$ cat config.mk
export PLATFORM = sky130hd
export DESIGN_NAME = waypoint_pid_steering
export DESIGN_NICKNAME = d
export VERILOG_FILES = /design/src/rtl/wps_pkg.sv /design/src/rtl/wps_ram.sv /design/src/rtl/wps_mul.sv /design/src/rtl/wps_div.sv /design/src/rtl/wps_cordic.sv /design/src/rtl/waypoint_pid_steering.sv
export SDC_FILE = /design/constraint.sdc
export NUM_CORES = 2
export LEC_CHECK = 0
export ABC_AREA = 1
export BUFFER_PORTS_ARGS = -buffer_cell sky130_fd_sc_hd__buf_2
export CAP_MARGIN = 30
export CORE_AREA = 4 4 492 494
export DETAILED_ROUTE_END_ITERATION = 10
export DIE_AREA = 0 0 496 498
export GPL_ROUTABILITY_DRIVEN = 0
export PLACE_DENSITY = 0.55
export SLEW_MARGIN = 40
export SYNTH_ARGS = -nofsm -noshare
export SYNTH_HDL_FRONTEND = slang
export SYNTH_SLANG_ARGS = --single-unit
$ cat constraint.sdc
create_clock -name clk -period 33.8 [get_ports clk]
set_input_delay 3.38 -clock clk [delete_from_list [all_inputs] [get_ports clk]]
set_output_delay 3.38 -clock clk [all_outputs]
set_load 0.05 [all_outputs]
$ cat src/rtl/wps_pkg.sv
package wps_pkg;

    // Payload of one input transaction and of one result transaction.
    typedef struct packed {
        logic              op;
        logic [2:0]        wp_index;
        logic signed [15:0] pos_x;
        logic signed [15:0] pos_y;
        logic signed [15:0] yaw_angle;
    } wps_in_t;

    typedef struct packed {
        logic [11:0]        linear_cmd;
        logic signed [15:0] angular_cmd;
        logic [2:0]         target_slot;
        logic               route_done;
    } wps_out_t;

    typedef enum logic [3:0] {
        ST_IDLE,
        ST_FETCH,
        ST_CORDIC,
        ST_GAIN,
        ST_DIST,
        ST_ANG_KI,
        ST_ANG_DR,
        ST_ANG_KD,
        ST_ANG_KP,
        ST_ANG_WAIT,
        ST_LIN_KI,
        ST_LIN_DR,
        ST_LIN_KD,
        ST_LIN_KP,
        ST_LIN_SUM,
        ST_DONE
    } wps_state_t;

    // Opcode and register indexes.
    localparam logic OP_LOAD = 1'b0;

    localparam logic [2:0] REG_KP_LIN    = 3'd0;
    localparam logic [2:0] REG_KI_LIN    = 3'd1;
    localparam logic [2:0] REG_KD_LIN    = 3'd2;
    localparam logic [2:0] REG_KP_ANG    = 3'd3;
    localparam logic [2:0] REG_KI_ANG    = 3'd4;
    localparam logic [2:0] REG_KD_ANG    = 3'd5;
    localparam logic [2:0] REG_RATE      = 3'd6;
    localparam logic [2:0] REG_ROUTE_LEN = 3'd7;

    // Datapath widths.
    localparam int XY_W   = 34;
    localparam int Z_W    = 21;
    localparam int E_W    = 22;
    localparam int A_W    = 34;
    localparam int B_W    = 18;
    localparam int P_W    = A_W + B_W;
    localparam int DIVN_W = 30;
    localparam int RATE_W = 10;
    localparam int ACC_W  = 48;

    // Fixed constants of the control law.
    localparam int PI_Q16       = 205887;
    localparam int PI_Q13       = 25736;
    localparam int TWO_PI_Q13   = 51472;
    localparam int GAIN_INV_Q16 = 39797;
    localparam int ARRIVE_TOL   = 13;
    localparam int ALIGN_TOL    = 82;
    localparam int NEAR_DIST    = 26;
    localparam int INTEG_DIST   = 128;
    localparam int QUARTER_PI   = 6434;

    // Arctangent of 2**-i in Q16 radians.
    function automatic logic [16:0] wps_atan(input logic [4:0] idx);
        logic [16:0] r;
        case (idx)
            5'd0:    r = 17'd51472;
            5'd1:    r = 17'd30386;
            5'd2:    r = 17'd16055;
            5'd3:    r = 17'd8150;
            5'd4:    r = 17'd4091;
            5'd5:    r = 17'd2047;
            5'd6:    r = 17'd1024;
            5'd7:    r = 17'd512;
            5'd8:    r = 17'd256;
            5'd9:    r = 17'd128;
            5'd10:   r = 17'd64;
            5'd11:   r = 17'd32;
            5'd12:   r = 17'd16;
            5'd13:   r = 17'd8;
            5'd14:   r = 17'd4;
            5'd15:   r = 17'd2;
            5'd16:   r = 17'd1;
            default: r = 17'd0;
        endcase
        return r;
    endfunction

    // Saturate to a 16-bit signed value.
    function automatic logic signed [15:0] wps_sat16(input logic signed [ACC_W-1:0] v);
        logic signed [15:0] r;
        if (v > ACC_W'(32767))
            r = 16'sd32767;
        else if (v < -ACC_W'(32768))
            r = -16'sd32768;
        else
            r = v[15:0];
        return r;
    endfunction

endpackage

$ cat src/rtl/wps_ram.sv
module wps_ram
#(
    parameter int WIDTH = 32,
    parameter int DEPTH = 8
)
(
    input  logic                                clk,
    input  logic                                we,
    input  logic [(DEPTH > 1 ? $clog2(DEPTH) : 1)-1:0] waddr,
    input  logic [WIDTH-1:0]                    wdata,
    input  logic [(DEPTH > 1 ? $clog2(DEPTH) : 1)-1:0] raddr,
    output logic [WIDTH-1:0]                    rdata
);

    logic [WIDTH-1:0] mem [DEPTH];
    logic [WIDTH-1:0] rdata_reg;

    always_ff @(posedge clk)
    begin
        if (we)
        begin
            mem[waddr] <= wdata;
        end
        rdata_reg <= mem[raddr];
    end

    assign rdata = rdata_reg;

endmodule

$ cat src/rtl/wps_mul.sv
module wps_mul import wps_pkg::*;
(
    input  logic                  clk,
    input  logic                  en,
    input  logic signed [A_W-1:0] a,
    input  logic signed [B_W-1:0] b,
    output logic signed [P_W-1:0] prod
);

    logic signed [P_W-1:0] prod_reg;

    always_ff @(posedge clk)
    begin
        if (en)
        begin
            prod_reg <= P_W'(a) * P_W'(b);
        end
    end

    assign prod = prod_reg;

endmodule

$ cat src/rtl/wps_div.sv
module wps_div import wps_pkg::*;
(
    input  logic              clk,
    input  logic              rst_n,
    input  logic              start,
    input  logic [DIVN_W-1:0] dividend,
    input  logic [RATE_W-1:0] divisor,
    output logic [DIVN_W-1:0] quotient,
    output logic              done
);

    localparam int CNT_W = $clog2(DIVN_W + 1);

    logic [RATE_W-1:0] den_reg;
    logic [RATE_W-1:0] rem_reg;
    logic [DIVN_W-1:0] quo_reg;
    logic [CNT_W-1:0]  cnt_reg;
    logic              busy_reg;
    logic              done_reg;
    logic [RATE_W:0]   trial;
    logic              fits;

    // One quotient bit per cycle, restoring form.
    assign trial = {rem_reg, quo_reg[DIVN_W-1]};
    assign fits  = trial >= {1'b0, den_reg};

    always_ff @(posedge clk or negedge rst_n)
    begin
        if (!rst_n)
        begin
            busy_reg <= 1'b0;
            done_reg <= 1'b0;
            cnt_reg  <= '0;
        end
        else if (start)
        begin
            busy_reg <= 1'b1;
            done_reg <= 1'b0;
            cnt_reg  <= '0;
        end
        else if (busy_reg)
        begin
            cnt_reg <= cnt_reg + 1'b1;
            if (cnt_reg == CNT_W'(DIVN_W - 1))
            begin
                busy_reg <= 1'b0;
                done_reg <= 1'b1;
            end
        end
    end

    always_ff @(posedge clk)
    begin
        if (start)
        begin
            den_reg <= divisor;
            rem_reg <= '0;
            quo_reg <= dividend;
        end
        else if (busy_reg)
        begin
            rem_reg <= fits ? RATE_W'(trial - {1'b0, den_reg}) : trial[RATE_W-1:0];
            quo_reg <= {quo_reg[DIVN_W-2:0], fits};
        end
    end

    assign quotient = quo_reg;
    assign done     = done_reg;

endmodule

$ cat src/rtl/wps_cordic.sv
module wps_cordic import wps_pkg::*;
#(
    parameter int CORDIC_STEPS = 16
)
(
    input  logic                  clk,
    input  logic                  rst_n,
    input  logic                  start,
    input  logic signed [16:0]    dx,
    input  logic signed [16:0]    dy,
    output logic signed [XY_W-1:0] mag_raw,
    output logic signed [Z_W-1:0] angle,
    output logic                  done
);

    localparam int CW = $clog2(CORDIC_STEPS);

    logic signed [XY_W-1:0] x_reg, y_reg;
    logic signed [Z_W-1:0]  z_reg;
    logic [CW-1:0]          cnt_reg;
    logic                   busy_reg;
    logic                   done_reg;
    logic signed [XY_W-1:0] x0, y0, xs, ys;
    logic signed [Z_W-1:0]  t;

    assign x0 = XY_W'(dx) <<< 12;
    assign y0 = XY_W'(dy) <<< 12;
    assign xs = x_reg >>> cnt_reg;
    assign ys = y_reg >>> cnt_reg;
    assign t  = $signed(Z_W'(wps_atan(5'(cnt_reg))));

    always_ff @(posedge clk or negedge rst_n)
    begin
        if (!rst_n)
        begin
            busy_reg <= 1'b0;
            done_reg <= 1'b0;
            cnt_reg  <= '0;
        end
        else if (start)
        begin
            busy_reg <= 1'b1;
            done_reg <= 1'b0;
            cnt_reg  <= '0;
        end
        else if (busy_reg)
        begin
            cnt_reg <= cnt_reg + 1'b1;
            if (cnt_reg == CW'(CORDIC_STEPS - 1))
            begin
                busy_reg <= 1'b0;
                done_reg <= 1'b1;
            end
        end
    end

    always_ff @(posedge clk)
    begin
        if (start)
        begin
            // Vectors in the left half plane are first turned by pi.
            if (x0 < 0)
            begin
                x_reg <= -x0;
                y_reg <= -y0;
                z_reg <= (y0 >= 0) ? Z_W'(PI_Q16) : -Z_W'(PI_Q16);
            end
            else
            begin
                x_reg <= x0;
                y_reg <= y0;
                z_reg <= '0;
            end
        end
        else if (busy_reg)
        begin
            if (y_reg >= 0)
            begin
                x_reg <= x_reg + ys;
                y_reg <= y_reg - xs;
                z_reg <= z_reg + t;
            end
            else
            begin
                x_reg <= x_reg - ys;
                y_reg <= y_reg + xs;
                z_reg <= z_reg - t;
            end
        end
    end

    assign mag_raw = x_reg;
    assign angle   = z_reg;
    assign done    = done_reg;

endmodule

$ cat src/rtl/waypoint_pid_steering.sv
// Waypoint follower for a differential-drive robot. A load transaction (op 0)
// writes one waypoint into the route table and returns no result. A pose
// transaction (op 1) returns one result with a forward and a turn velocity
// command toward the current waypoint, its slot, and a flag that is set once
// the final waypoint has been reached; on arrival at an earlier waypoint the
// target advances and all PID state clears. Gains and rates must be written
// through cfg_we/cfg_addr/cfg_wdata only while the block is idle; the user is
// bound to this, the block itself does not enforce it. A pose transaction
// keeps the input closed from acceptance until its result has moved into the
// output register, which also waits while the previous result still waits for
// out_ready. The work is done by the iterative CORDIC that finds bearing and
// distance, one shared multiplier that forms every gain product in turn, and
// a one bit per cycle divider for the turn integral. A pose that arrives skips
// the PID steps, and one whose heading is aligned skips the turn steps and the
// divider; both finish sooner. A finished result sits in the output register
// while the next transaction is accepted.
module waypoint_pid_steering import wps_pkg::*;
#(
    parameter int MAX_WAYPOINTS = 8,
    parameter int CORDIC_STEPS  = 16,
    parameter int LIN_LIMIT     = 2048,
    parameter int ANG_LIMIT     = 17408
)
(
    input  logic        clk,
    input  logic        rst_n,
    input  logic        in_valid,
    output logic        in_ready,
    input  wps_in_t     in_data,
    output logic        out_valid,
    input  logic        out_ready,
    output wps_out_t    out_data,
    input  logic        cfg_we,
    input  logic [2:0]  cfg_addr,
    input  logic [15:0] cfg_wdata
);

    localparam int IDX_W = (MAX_WAYPOINTS > 1) ? $clog2(MAX_WAYPOINTS) : 1;

    // Configuration registers.
    logic [15:0]       kp_lin_reg, ki_lin_reg, kd_lin_reg;
    logic [15:0]       kp_ang_reg, ki_ang_reg, kd_ang_reg;
    logic [RATE_W-1:0] rate_hz_reg;
    logic [3:0]        route_len_reg;

    // Controller state.
    wps_state_t         state_reg, state_next;
    logic [IDX_W-1:0]   target_reg;
    logic signed [15:0] lin_int_reg, ang_int_pos_reg, ang_int_neg_reg;
    logic [15:0]        prior_dist_reg;
    logic signed [15:0] prior_pos_reg, prior_neg_reg;

    // Per-transaction working registers.
    logic signed [15:0]     pos_x_reg, pos_y_reg, yaw_reg;
    logic [15:0]            dist_reg;
    logic signed [E_W-1:0]  err_reg;
    logic                   pos_dir_reg;
    logic                   lin_en_reg;
    logic                   q_neg_reg;
    logic signed [ACC_W-1:0] dterm_reg;
    logic [15:0]            lin_res_reg;
    logic signed [15:0]     ang_res_reg;
    logic                   done_res_reg;
    logic                   out_valid_reg;
    wps_out_t               out_data_reg;

    // Unit connections.
    logic                   in_fire;
    logic                   ram_we;
    logic [8:0]             slot9;
    logic [31:0]            ram_rdata;
    logic                   cordic_start;
    logic signed [16:0]     dx, dy;
    logic signed [XY_W-1:0] cordic_x;
    logic signed [Z_W-1:0]  cordic_z;
    logic                   cordic_done;
    logic                   mul_en;
    logic signed [A_W-1:0]  mul_a;
    logic signed [B_W-1:0]  mul_b;
    logic signed [P_W-1:0]  prod;
    logic                   div_start;
    logic [DIVN_W-1:0]      div_dividend;
    logic [DIVN_W-1:0]      div_quo;
    logic                   div_done;
    logic [RATE_W-1:0]      rate_eff;
    logic                   out_free;

    assign in_fire  = in_valid && in_ready;
    assign out_free = !out_valid_reg || out_ready;
    assign rate_eff = (rate_hz_reg == '0) ? RATE_W'(1) : rate_hz_reg;

    // Waypoint table; loads to slots beyond the table are dropped.
    assign slot9  = 9'(in_data.wp_index);
    assign ram_we = in_fire && (in_data.op == OP_LOAD) && (slot9 < 9'(MAX_WAYPOINTS));

    wps_ram #(
        .WIDTH (32),
        .DEPTH (MAX_WAYPOINTS)
    ) u_table (
        .clk   (clk),
        .we    (ram_we),
        .waddr (slot9[IDX_W-1:0]),
        .wdata ({in_data.pos_x, in_data.pos_y}),
        .raddr (target_reg),
        .rdata (ram_rdata)
    );

    assign dx = $signed({ram_rdata[31], ram_rdata[31:16]}) - $signed({pos_x_reg[15], pos_x_reg});
    assign dy = $signed({ram_rdata[15], ram_rdata[15:0]}) - $signed({pos_y_reg[15], pos_y_reg});

    wps_cordic #(
        .CORDIC_STEPS (CORDIC_STEPS)
    ) u_cordic (
        .clk     (clk),
        .rst_n   (rst_n),
        .start   (cordic_start),
        .dx      (dx),
        .dy      (dy),
        .mag_raw (cordic_x),
        .angle   (cordic_z),
        .done    (cordic_done)
    );

    wps_mul u_mul (
        .clk  (clk),
        .en   (mul_en),
        .a    (mul_a),
        .b    (mul_b),
        .prod (prod)
    );

    wps_div u_div (
        .clk      (clk),
        .rst_n    (rst_n),
        .start    (div_start),
        .dividend (div_dividend),
        .divisor  (rate_eff),
        .quotient (div_quo),
        .done     (div_done)
    );

    // Rounded shifts of the shared product.
    logic signed [ACC_W-1:0] prod_r9, prod_r4;
    assign prod_r9 = ACC_W'((prod + P_W'(256)) >>> 9);
    assign prod_r4 = ACC_W'((prod + P_W'(8)) >>> 4);

    // Distance and bearing once the CORDIC has finished.
    logic signed [P_W-1:0]   mag_full;
    logic [15:0]             dist_now;
    logic signed [Z_W-1:0]   bearing;
    logic signed [E_W-1:0]   adiff0, aabs, adiff1, err_now;
    logic                    arrive, aligned, pos_dir, lin_en, last_wp;
    logic [9:0]              len_eff;

    assign mag_full = (prod + (P_W'(1) <<< 27)) >>> 28;
    assign dist_now = (mag_full > P_W'(65535)) ? 16'hFFFF : mag_full[15:0];
    assign bearing  = (cordic_z + Z_W'(4)) >>> 3;
    assign adiff0   = E_W'(yaw_reg) - E_W'(bearing);
    assign aabs     = (adiff0 < 0) ? -adiff0 : adiff0;
    assign adiff1   = (adiff0 < 0) ? adiff0 + E_W'(TWO_PI_Q13) : adiff0;
    assign pos_dir  = (adiff1 > E_W'(PI_Q13)) && (adiff1 < E_W'(TWO_PI_Q13));
    assign err_now  = pos_dir ? E_W'(TWO_PI_Q13) - adiff1 : adiff1;
    assign arrive   = dist_now < 16'(ARRIVE_TOL);
    assign aligned  = aabs < E_W'(ALIGN_TOL);
    assign lin_en   = (aabs < E_W'(QUARTER_PI)) &&
                      ((dist_now > 16'(NEAR_DIST)) ||
                       ((dist_now < 16'(NEAR_DIST)) && aligned));
    assign len_eff  = (route_len_reg == 4'd0) ? 10'd1 :
                      ((10'(route_len_reg) > 10'(MAX_WAYPOINTS)) ? 10'(MAX_WAYPOINTS)
                                                               : 10'(route_len_reg));
    assign last_wp  = (10'(target_reg) + 10'd1) >= len_eff;

    // Turn update once the integral step is known. The negative-side
    // integral moves against the sign of the error product.
    logic signed [ACC_W-1:0] q_signed, int_sum, ang_sum, ang_clamped;
    logic signed [15:0]      int_new;
    logic signed [E_W:0]     err_step;

    assign err_step = pos_dir_reg ? (E_W+1)'(err_reg) - (E_W+1)'(prior_pos_reg)
                                  : (E_W+1)'(prior_neg_reg) - (E_W+1)'(err_reg);

    always_comb
    begin
        q_signed = q_neg_reg ? -ACC_W'($signed({1'b0, div_quo}))
                             : ACC_W'($signed({1'b0, div_quo}));
        if (pos_dir_reg)
        begin
            int_sum = ACC_W'(ang_int_pos_reg) + q_signed;
            if (int_sum > ACC_W'(ANG_LIMIT))
                int_sum = ACC_W'(ANG_LIMIT);
            int_new = wps_sat16(int_sum);
            ang_sum = prod_r9 + ACC_W'(int_new) + dterm_reg;
        end
        else
        begin
            int_sum = ACC_W'(ang_int_neg_reg) - q_signed;
            if (int_sum < -ACC_W'(ANG_LIMIT))
                int_sum = -ACC_W'(ANG_LIMIT);
            int_new = wps_sat16(int_sum);
            ang_sum = ACC_W'(int_new) - prod_r9 - dterm_reg;
        end
        if (ang_sum > ACC_W'(ANG_LIMIT))
            ang_clamped = ACC_W'(ANG_LIMIT);
        else if (ang_sum < -ACC_W'(ANG_LIMIT))
            ang_clamped = -ACC_W'(ANG_LIMIT);
        else
            ang_clamped = ang_sum;
    end

    // Forward update.
    logic signed [ACC_W-1:0] lint_sum, lin_sum, lin_clamped;
    logic signed [16:0]      dist_diff;

    assign dist_diff = $signed({1'b0, dist_reg}) - $signed({1'b0, prior_dist_reg});

    always_comb
    begin
        lint_sum = ACC_W'(lin_int_reg) + prod_r4;
        if (lint_sum > ACC_W'(LIN_LIMIT))
            lint_sum = ACC_W'(LIN_LIMIT);
        lin_sum = prod_r4 + ACC_W'(lin_int_reg) + dterm_reg;
        if (lin_sum > ACC_W'(LIN_LIMIT))
            lin_clamped = ACC_W'(LIN_LIMIT);
        else if (lin_sum < 0)
            lin_clamped = '0;
        else
            lin_clamped = lin_sum;
    end

    // Next state.
    always_comb
    begin
        state_next = state_reg;
        case (state_reg)
            ST_IDLE:     if (in_fire && in_data.op != OP_LOAD) state_next = ST_FETCH;
            ST_FETCH:    state_next = ST_CORDIC;
            ST_CORDIC:   if (cordic_done) state_next = ST_GAIN;
            ST_GAIN:     state_next = ST_DIST;
            ST_DIST:
            begin
                if (arrive)
                    state_next = ST_DONE;
                else if (!aligned)
                    state_next = ST_ANG_KI;
                else if (lin_en)
                    state_next = ST_LIN_KI;
                else
                    state_next = ST_DONE;
            end
            ST_ANG_KI:   state_next = ST_ANG_DR;
            ST_ANG_DR:   state_next = ST_ANG_KD;
            ST_ANG_KD:   state_next = ST_ANG_KP;
            ST_ANG_KP:   state_next = ST_ANG_WAIT;
            ST_ANG_WAIT: if (div_done) state_next = lin_en_reg ? ST_LIN_KI : ST_DONE;
            ST_LIN_KI:   state_next = ST_LIN_DR;
            ST_LIN_DR:   state_next = ST_LIN_KD;
            ST_LIN_KD:   state_next = ST_LIN_KP;
            ST_LIN_KP:   state_next = ST_LIN_SUM;
            ST_LIN_SUM:  state_next = ST_DONE;
            ST_DONE:     if (out_free) state_next = ST_IDLE;
            default:     state_next = ST_IDLE;
        endcase
    end

    // Unit controls and multiplier operands for each step.
    always_comb
    begin
        in_ready     = 1'b0;
        cordic_start = 1'b0;
        div_start    = 1'b0;
        div_dividend = DIVN_W'((prod < 0 ? -prod : prod) >>> 9);
        mul_en       = 1'b0;
        mul_a        = '0;
        mul_b        = '0;
        case (state_reg)
            ST_IDLE:  in_ready = 1'b1;
            ST_FETCH: cordic_start = 1'b1;
            ST_GAIN:
            begin
                mul_en = 1'b1;
                mul_a  = (cordic_x < 0) ? '0 : cordic_x;
                mul_b  = B_W'(GAIN_INV_Q16);
            end
            ST_ANG_KI:
            begin
                mul_en = 1'b1;
                mul_a  = A_W'(err_reg);
                mul_b  = $signed({2'b0, ki_ang_reg});
            end
            ST_ANG_DR:
            begin
                div_start = 1'b1;
                mul_en    = 1'b1;
                mul_a     = A_W'(err_step);
                mul_b     = $signed(B_W'(rate_eff));
            end
            ST_ANG_KD:
            begin
                mul_en = 1'b1;
                mul_a  = prod[A_W-1:0];
                mul_b  = $signed({2'b0, kd_ang_reg});
            end
            ST_ANG_KP:
            begin
                mul_en = 1'b1;
                mul_a  = A_W'(err_reg);
                mul_b  = $signed({2'b0, kp_ang_reg});
            end
            ST_LIN_KI:
            begin
                mul_en = 1'b1;
                mul_a  = $signed(A_W'(dist_reg));
                mul_b  = $signed({2'b0, ki_lin_reg});
            end
            ST_LIN_DR:
            begin
                mul_en = 1'b1;
                mul_a  = A_W'(dist_diff);
                mul_b  = $signed(B_W'(rate_eff));
            end
            ST_LIN_KD:
            begin
                mul_en = 1'b1;
                mul_a  = prod[A_W-1:0];
                mul_b  = $signed({2'b0, kd_lin_reg});
            end
            ST_LIN_KP:
            begin
                mul_en = 1'b1;
                mul_a  = $signed(A_W'(dist_reg));
                mul_b  = $signed({2'b0, kp_lin_reg});
            end
            default: ;
        endcase
    end

    // Configuration and controller state.
    always_ff @(posedge clk or negedge rst_n)
    begin
        if (!rst_n)
        begin
            state_reg       <= ST_IDLE;
            kp_lin_reg      <= 16'd128;
            ki_lin_reg      <= 16'd13;
            kd_lin_reg      <= 16'd26;
            kp_ang_reg      <= 16'd435;
            ki_ang_reg      <= 16'd77;
            kd_ang_reg      <= 16'd51;
            rate_hz_reg     <= RATE_W'(10);
            route_len_reg   <= 4'd5;
            target_reg      <= '0;
            lin_int_reg     <= '0;
            ang_int_pos_reg <= '0;
            ang_int_neg_reg <= '0;
            prior_dist_reg  <= '0;
            prior_pos_reg   <= '0;
            prior_neg_reg   <= '0;
            out_valid_reg   <= 1'b0;
        end
        else
        begin
            state_reg <= state_next;

            if (cfg_we)
            begin
                case (cfg_addr)
                    REG_KP_LIN:    kp_lin_reg    <= cfg_wdata;
                    REG_KI_LIN:    ki_lin_reg    <= cfg_wdata;
                    REG_KD_LIN:    kd_lin_reg    <= cfg_wdata;
                    REG_KP_ANG:    kp_ang_reg    <= cfg_wdata;
                    REG_KI_ANG:    ki_ang_reg    <= cfg_wdata;
                    REG_KD_ANG:    kd_ang_reg    <= cfg_wdata;
                    REG_RATE:      rate_hz_reg   <= cfg_wdata[RATE_W-1:0];
                    REG_ROUTE_LEN: route_len_reg <= cfg_wdata[3:0];
                    default: ;
                endcase
            end

            case (state_reg)
                ST_DIST:
                begin
                    if (arrive)
                    begin
                        if (!last_wp)
                        begin
                            target_reg      <= target_reg + 1'b1;
                            lin_int_reg     <= '0;
                            ang_int_pos_reg <= '0;
                            ang_int_neg_reg <= '0;
                            prior_dist_reg  <= '0;
                            prior_pos_reg   <= '0;
                            prior_neg_reg   <= '0;
                        end
                    end
                    else if (aligned)
                    begin
                        ang_int_pos_reg <= '0;
                        ang_int_neg_reg <= '0;
                    end
                end
                ST_ANG_WAIT:
                begin
                    if (div_done)
                    begin
                        if (pos_dir_reg)
                        begin
                            ang_int_pos_reg <= int_new;
                            ang_int_neg_reg <= '0;
                            prior_pos_reg   <= wps_sat16(ACC_W'(err_reg));
                        end
                        else
                        begin
                            ang_int_neg_reg <= int_new;
                            ang_int_pos_reg <= '0;
                            prior_neg_reg   <= wps_sat16(ACC_W'(err_reg));
                        end
                    end
                end
                ST_LIN_DR:
                begin
                    if (dist_reg < 16'(INTEG_DIST))
                        lin_int_reg <= wps_sat16(lint_sum);
                end
                ST_LIN_SUM:
                begin
                    prior_dist_reg <= dist_reg;
                end
                default: ;
            endcase

            if (state_reg == ST_DONE && out_free)
                out_valid_reg <= 1'b1;
            else if (out_ready)
                out_valid_reg <= 1'b0;
        end
    end

    // Working registers of the transaction in flight.
    always_ff @(posedge clk)
    begin
        if (in_fire)
        begin
            pos_x_reg <= in_data.pos_x;
            pos_y_reg <= in_data.pos_y;
            yaw_reg   <= in_data.yaw_angle;
        end
        case (state_reg)
            ST_DIST:
            begin
                dist_reg     <= dist_now;
                err_reg      <= err_now;
                pos_dir_reg  <= pos_dir;
                lin_en_reg   <= lin_en;
                lin_res_reg  <= '0;
                ang_res_reg  <= '0;
                done_res_reg <= arrive && last_wp;
            end
            ST_ANG_DR:   q_neg_reg <= prod < 0;
            ST_ANG_KP:   dterm_reg <= prod_r9;
            ST_ANG_WAIT: if (div_done) ang_res_reg <= ang_clamped[15:0];
            ST_LIN_KP:   dterm_reg <= prod_r4;
            ST_LIN_SUM:  lin_res_reg <= lin_clamped[15:0];
            ST_DONE:
            begin
                if (out_free)
                begin
                    out_data_reg.linear_cmd  <= lin_res_reg[11:0];
                    out_data_reg.angular_cmd <= ang_res_reg;
                    out_data_reg.target_slot <= 3'(9'(target_reg));
                    out_data_reg.route_done  <= done_res_reg;
                end
            end
            default: ;
        endcase
    end

    assign out_valid = out_valid_reg;
    assign out_data  = out_data_reg;

endmodule

# Word level (Yosys, flattened, before mapping)
# Memory sizes are Yosys's and may differ from the RTL's. A register that Yosys moved wholly into a read port is not among the register bits.
# Cells that the tools add are included.
[totals]
mem_count = 2
reg_bits = 615
mem_bits_rw = 256
romBits = 256
[memory_table]
columns = ["memory", "depth", "width", "read_ports", "rd_ports_with_merged_regs", "write_ports", "line", "source"]
rows = [
  ["(no name shown)", 16, 16, 1, 0, 0, "wps_pkg.sv:75", "case (idx)"],
  ["u_table.mem", 8, 32, 1, 1, 1, "wps_ram.sv:15", "logic [WIDTH-1:0] mem [DEPTH];"],
]
[op_classes]
order_cmp = 34
bitwise_logic = 2
eq_ne = 35
n_reduce_logical = 49
n_addsub = 36
n_mul = 1
muxes = 106
shifts = 2
[ops]
columns = ["operator", "count"]
rows = [
  ["$mux W16", 28],
  ["$mux W48", 7],
  ["$mux W34", 9],
  ["$gt A48 B16 Y1 const B", 5],
  ["$lt A48 B16 Y1 const B", 5],
  ["$pmux W16 S2", 7],
  ["$pmux W34 S6", 1],
  ["$pmux W16 S8", 1],
  ["$mux W21", 5],
  ["$gt A48 B13 Y1 const B", 2],
  ["$pmux W48 S2", 1],
  ["$add A34 B34 Y34", 2],
  ["$neg A29 Y34", 2],
  ["$sshr A34 B4 Y34", 2],
  ["$sub A34 B34 Y34", 2],
  ["$mux W22", 3],
  ["$pmux W4 S16", 1],
  ["$mux W30", 2],
  ["$add A51 B10 Y52 const B", 1],
  ["$add A51 B29 Y52 const B", 1],
  ["$add A51 B5 Y52 const B", 1],
  ["$lt A51 B1 Y1 const B", 1],
  ["$mul A34 B17 Y51", 1],
  ["$sub A16 B16 Y17", 3],
  ["other kinds (78)", 172],
]

# Longest topological paths before layout
[logic_depth]
depth_word = 18
mapped_depth = 75

# Modules after synthesis
# A second synthesis with hierarchy kept.
[unflattened]
hier_cells = 14566
area_unflattened_um2 = 103040.1
[modules_own_cells]
columns = ["module", "area_per_inst_um2", "cells_per_inst", "instances"]
rows = [
  ["waypoint_pid_steering", 49048.3, 7402, 1],
  ["wps_mul", 24793.8, 3264, 1],
  ["wps_cordic", 14312.5, 2389, 1],
  ["wps_ram", 11872.6, 1156, 1],
  ["wps_div", 3012.9, 355, 1],
]

# Worst setup path before layout
# Ideal clock, no wire load.
[synth_timing]
path_type = "register to register"
from = "reg u_div.quo_reg[0], in the netlist u_div.quotient[0]"
to = "reg ang_res_reg[0] (data pin)"
synth_period_minus_slack_ns = 10.862
n_path_buf = 0
required_time_ns = 33.655
path_slack_ns = 22.938
arrival_ns = 10.717
path_stages_with_launch = 55
setup_time_ns = 0.145
path_cell_list = "edfxtp_1 nor3_1 nand3_1 nor3_1 nand4_1 nor2_1 nand3_1 nor2_1 nand4_1 o41ai_1 o21ai_1 ha_1 nand2_1 nor2_1 nand2_1 nor4_1 nand2_1 nand2_1 [19 not listed] o21ai_0 nand2_1 nand2_1 nand4_1 nand2_1 a21oi_1 o21bai_1 nand2_1 o211ai_1 or2_2 nand3_1 o21ai_0 nand3_1 nor2_1 nand2_1 nand2_1 nand3_2 nor2_1"
[synth_between]
elab_chain_len = 18
word_cells_on_any_way = 31
classes_between = "add/sub: 7; order compare: 8; mux: 16"
[synth_lines]
columns = ["item", "line", "source"]
rows = [
  ["start: declaration", "wps_div.sv:16", "logic [DIVN_W-1:0] quo_reg;"],
  ["start signal: assignment", "wps_div.sv:58", "quo_reg <= dividend;"],
  ["start signal: assignment", "wps_div.sv:63", "quo_reg <= {quo_reg[DIVN_W-2:0], fits};"],
  ["$neg A30 Y48", "waypoint_pid_steering.sv:184", "q_signed = q_neg_reg ? -ACC_W'($signed({1'b0, div_quo}))"],
  ["$mux W48 *", "waypoint_pid_steering.sv:184", ""],
  ["$sub A16 B48 Y48 or $add A16 B48 Y48 (tied branches)", "waypoint_pid_steering.sv:196, waypoint_pid_steering.sv:188", ""],
  ["$lt A48 B16 Y1 or $gt A48 B16 Y1 (tied branches)", "waypoint_pid_steering.sv:197, waypoint_pid_steering.sv:189", ""],
  ["$mux W48, on equally long branches", "waypoint_pid_steering.sv:197, waypoint_pid_steering.sv:189", ""],
  ["$mux W48", "waypoint_pid_steering.sv:186", "if (pos_dir_reg)"],
  ["$lt A48 B16 Y1", "wps_pkg.sv:103", "else if (v < -ACC_W'(32768))"],
  ["$mux W16", "wps_pkg.sv:103", ""],
  ["[2 not listed]", "n/a", ""],
  ["$sub A16 B43 Y44 or $add A43 B16 Y44 (tied branches)", "waypoint_pid_steering.sv:200, waypoint_pid_steering.sv:192", ""],
  ["$sub A44 B48 Y48 or $add A44 B48 Y48 (tied branches)", "waypoint_pid_steering.sv:200, waypoint_pid_steering.sv:192", ""],
  ["$mux W48 *", "waypoint_pid_steering.sv:186", ""],
  ["$lt A48 B16 Y1", "waypoint_pid_steering.sv:204", "else if (ang_sum < -ACC_W'(ANG_LIMIT))"],
  ["$mux W16", "waypoint_pid_steering.sv:204", ""],
  ["$mux W16 *", "waypoint_pid_steering.sv:202", "if (ang_sum > ACC_W'(ANG_LIMIT))"],
  ["$mux W16 *", "waypoint_pid_steering.sv:460", "ST_ANG_WAIT: if (div_done) ang_res_reg <= ang_clamped[15:0];"],
  ["$pmux W16 S2 *", "waypoint_pid_steering.sv:447", "case (state_reg)"],
  ["end signal: assignment", "waypoint_pid_steering.sv:460", ""],
  ["end: declaration", "waypoint_pid_steering.sv:62", "logic signed [15:0] ang_res_reg;"],
]
# Mark *: on every way between the ends. The rest lies on a longest branch, timed or not. The select of a mux whose other input is x is not followed.
# A chain may end at the register's enable or synchronous reset.

# Worst setup path in the final report
[layout_timing]
from = "reg u_div.quo_reg[0], in the netlist u_div.quotient[0]"
to = "reg ang_res_reg[2] (data pin)"
# Same word-level chain as after synthesis.

==> results.cfg <==
[outcome]
status = finished, final reports clean

[placed_design]
hpwl_um = 249000
port_buffers = 109
post-place-cells = 15707
place_area_um2 = 99000

[drt]
antenna_left = 0
drt-initial-drc-count = 7535
dr.pass1.iters = 9
vias = 85798
route.detailed.drc = 0
wl_per_cell_um = 20.0
wl_um = 318000
via_per_inst = 5.39

[yosys]
yosys.area.top_type_share_pct = 20.1
synthCells = 12681
synth.avg_cell_area_um2 = 7.47
yosysSeqAreaShare_pct = 27.0
syn_area_um2 = 94700
synth-async-reset-ratio_pct = 25.1
ys.flop_type = edfxtp_1
synth_fp_nets = 14024
synth_edf_count = 634
yosysTopAreaCell = edfxtp_1
ys_warn_count = 0
synth_area_leaders = edfxtp_1, fa_1, nand2_1
synth-seq-cells = 903
synth_cell_types = 80

[floorplan]
num_rows = 179
die_h_um = 498
io_pins = 110
die_w_um = 496
start_util_pct = 39.9
core_area_um2 = 237000
die_area_um2 = 247000

[cts]
clkSlewWorstSetupHoldPaths_ps = 70
cts_buffers = 105
clock_latency_ps = 800
cts_root_buf = clkbuf_16
h-tree-depth = 3
holdBufCountCts = 0
cts_tree = done
cts_setup_buffers = 0
cts_buffer_depth = 3
cts.repair.resized = 0
cts_sinks = 903

[worst_setup_path]
cp_common_cell = nand2_1
max_stage_delay_ps = 520
start_kind = flop
slowest_stage = ha_2
cp.required_ps = 34360
critPathMaxFanout = 18
arrival_ps = 12350
critPathKind = flop to flop
end_kind = flop

[timing]
tightest_slew_ps = 962
slew_headroom_pct = 35.6
fmax_mhz = 84.8
whs_ps = 410
slew_viol_final = 0
period_share_pct = 34.9
hold_viol = 0
setup_violations = 0
setup_tns_ps = 0
rsz0062_at_grt = false
clock_skew_ps = 109
fin_crit_ps = 11790

[grt]
grt_pass1_wl_um = 489000
gr-total-overflow = 0
grt_max_degree = 137
grt_pass1_vias = 84355
grt_usage_pct = 25.1
antenna_found_initial = 16

[finish]
final_common_cell = nand2_1
stdcell_count = 15922
mostFrequentLayoutCells = nand2_1, inv_1, nor2_1
layout.nets = 13993
largest_reg_flops = 256
drive_gt1_share_pct = 4.64
syn_to_final_growth_pct = 8.44
fin_area_um2 = 103000

[hold_path]
hp-class = flop to flop

[job]
maxCapViolations = 0
==> final cells by class <==
class	instances	area [µm²]
Antenna cell	13	32.5
Clock buffer	127	2810
Clock inverter	72	801
Fill cell	24261	135000
Inverter	2262	8500
Multi-Input combinational cell	9160	59600
Sequential cell	903	25600
Tap cell	3167	3960
Timing Repair Buffer	218	1470
==> synthesized netlist by cell type, drive strengths merged, types with 4 or more instances <==
cell     instances
nand2         2730
inv           2250
nor2          1334
o21ai         1031
a21oi          790
ha             641
edfxtp         634
fa             626
xor2           408
nand3          362
clkbuf         293
dfrtp          202
nor3           161
xnor2          139
nand4          132
a31oi          128
nor4            79
buf             61
o22ai           57
or2             55
o21a            54
a21o            46
o21bai          46
o211ai          44
dfxtp           42
mux2i           40
o31ai           36
a221oi          27
dfstp           25
a21boi          21
a211oi          20
nand3b          20
o221ai          20
a22o            16
mux2            16
and2            14
clkinv          12
and3            11
o2111ai         10
a32o             9
a22oi            7
nor3b            7
o32ai            4
==> per-stage QoR <==
step,utilization (%),setup slack (ps)
after floorplan,-,22940
final,43.3,22010
after CTS,43.2,22250
after global routing,43.3,20800
after detailed placement,41.7,22380
after global placement,41.7,22440
==> worst max-delay path, delay by kind of cell, from the launching register on <==
family	cells	cell delay [ps]
compound gates	11	2610
flops	1	460
fa+ha+maj	5	1750
simple gates	41	5970
buf+inv	5	820
==> routing by layer <==
| metal | vias to the layer above | wire length [µm] | GRT usage [%] |
|---|---|---|---|
| met5 | - | 61 | 0 |
| met4 | 8 | 16500 | 11.2 |
| met3 | 713 | 21900 | 3.58 |
| met2 | 3164 | 143000 | 40.6 |
| met1 | 40948 | 136000 | 33.3 |
| li1 | 40965 | - | - |
==> final timing paths <==
path,start,endpoint,slack [ps],depth (start not counted)
setup / recovery,u_div.quotient[0],ang_res_reg[2],22010,62
setup reg to reg,u_div.quotient[0],ang_res_reg[2],22010,62
hold / removal,lin_res_reg[11],out_data[31],410,0
max in group asynchronous,rst_n,kp_ang_reg[5],29650,4
min in group asynchronous,rst_n,u_cordic.cnt_reg[0],2480,1
hold reg to reg,lin_res_reg[11],out_data[31],410,0
==> cells by family after synthesis <==
family          share of synthesized area [%]
mux                                     0.644
fa+ha+maj                                21.7
compound gates                           14.0
buf+inv                                  10.5
simple gates                             21.1
flops                                    27.0
xor+xnor                                 5.06
Power is not shown: default switching activity piles up to over one toggle a cycle in this logic, so the estimate is an artifact.
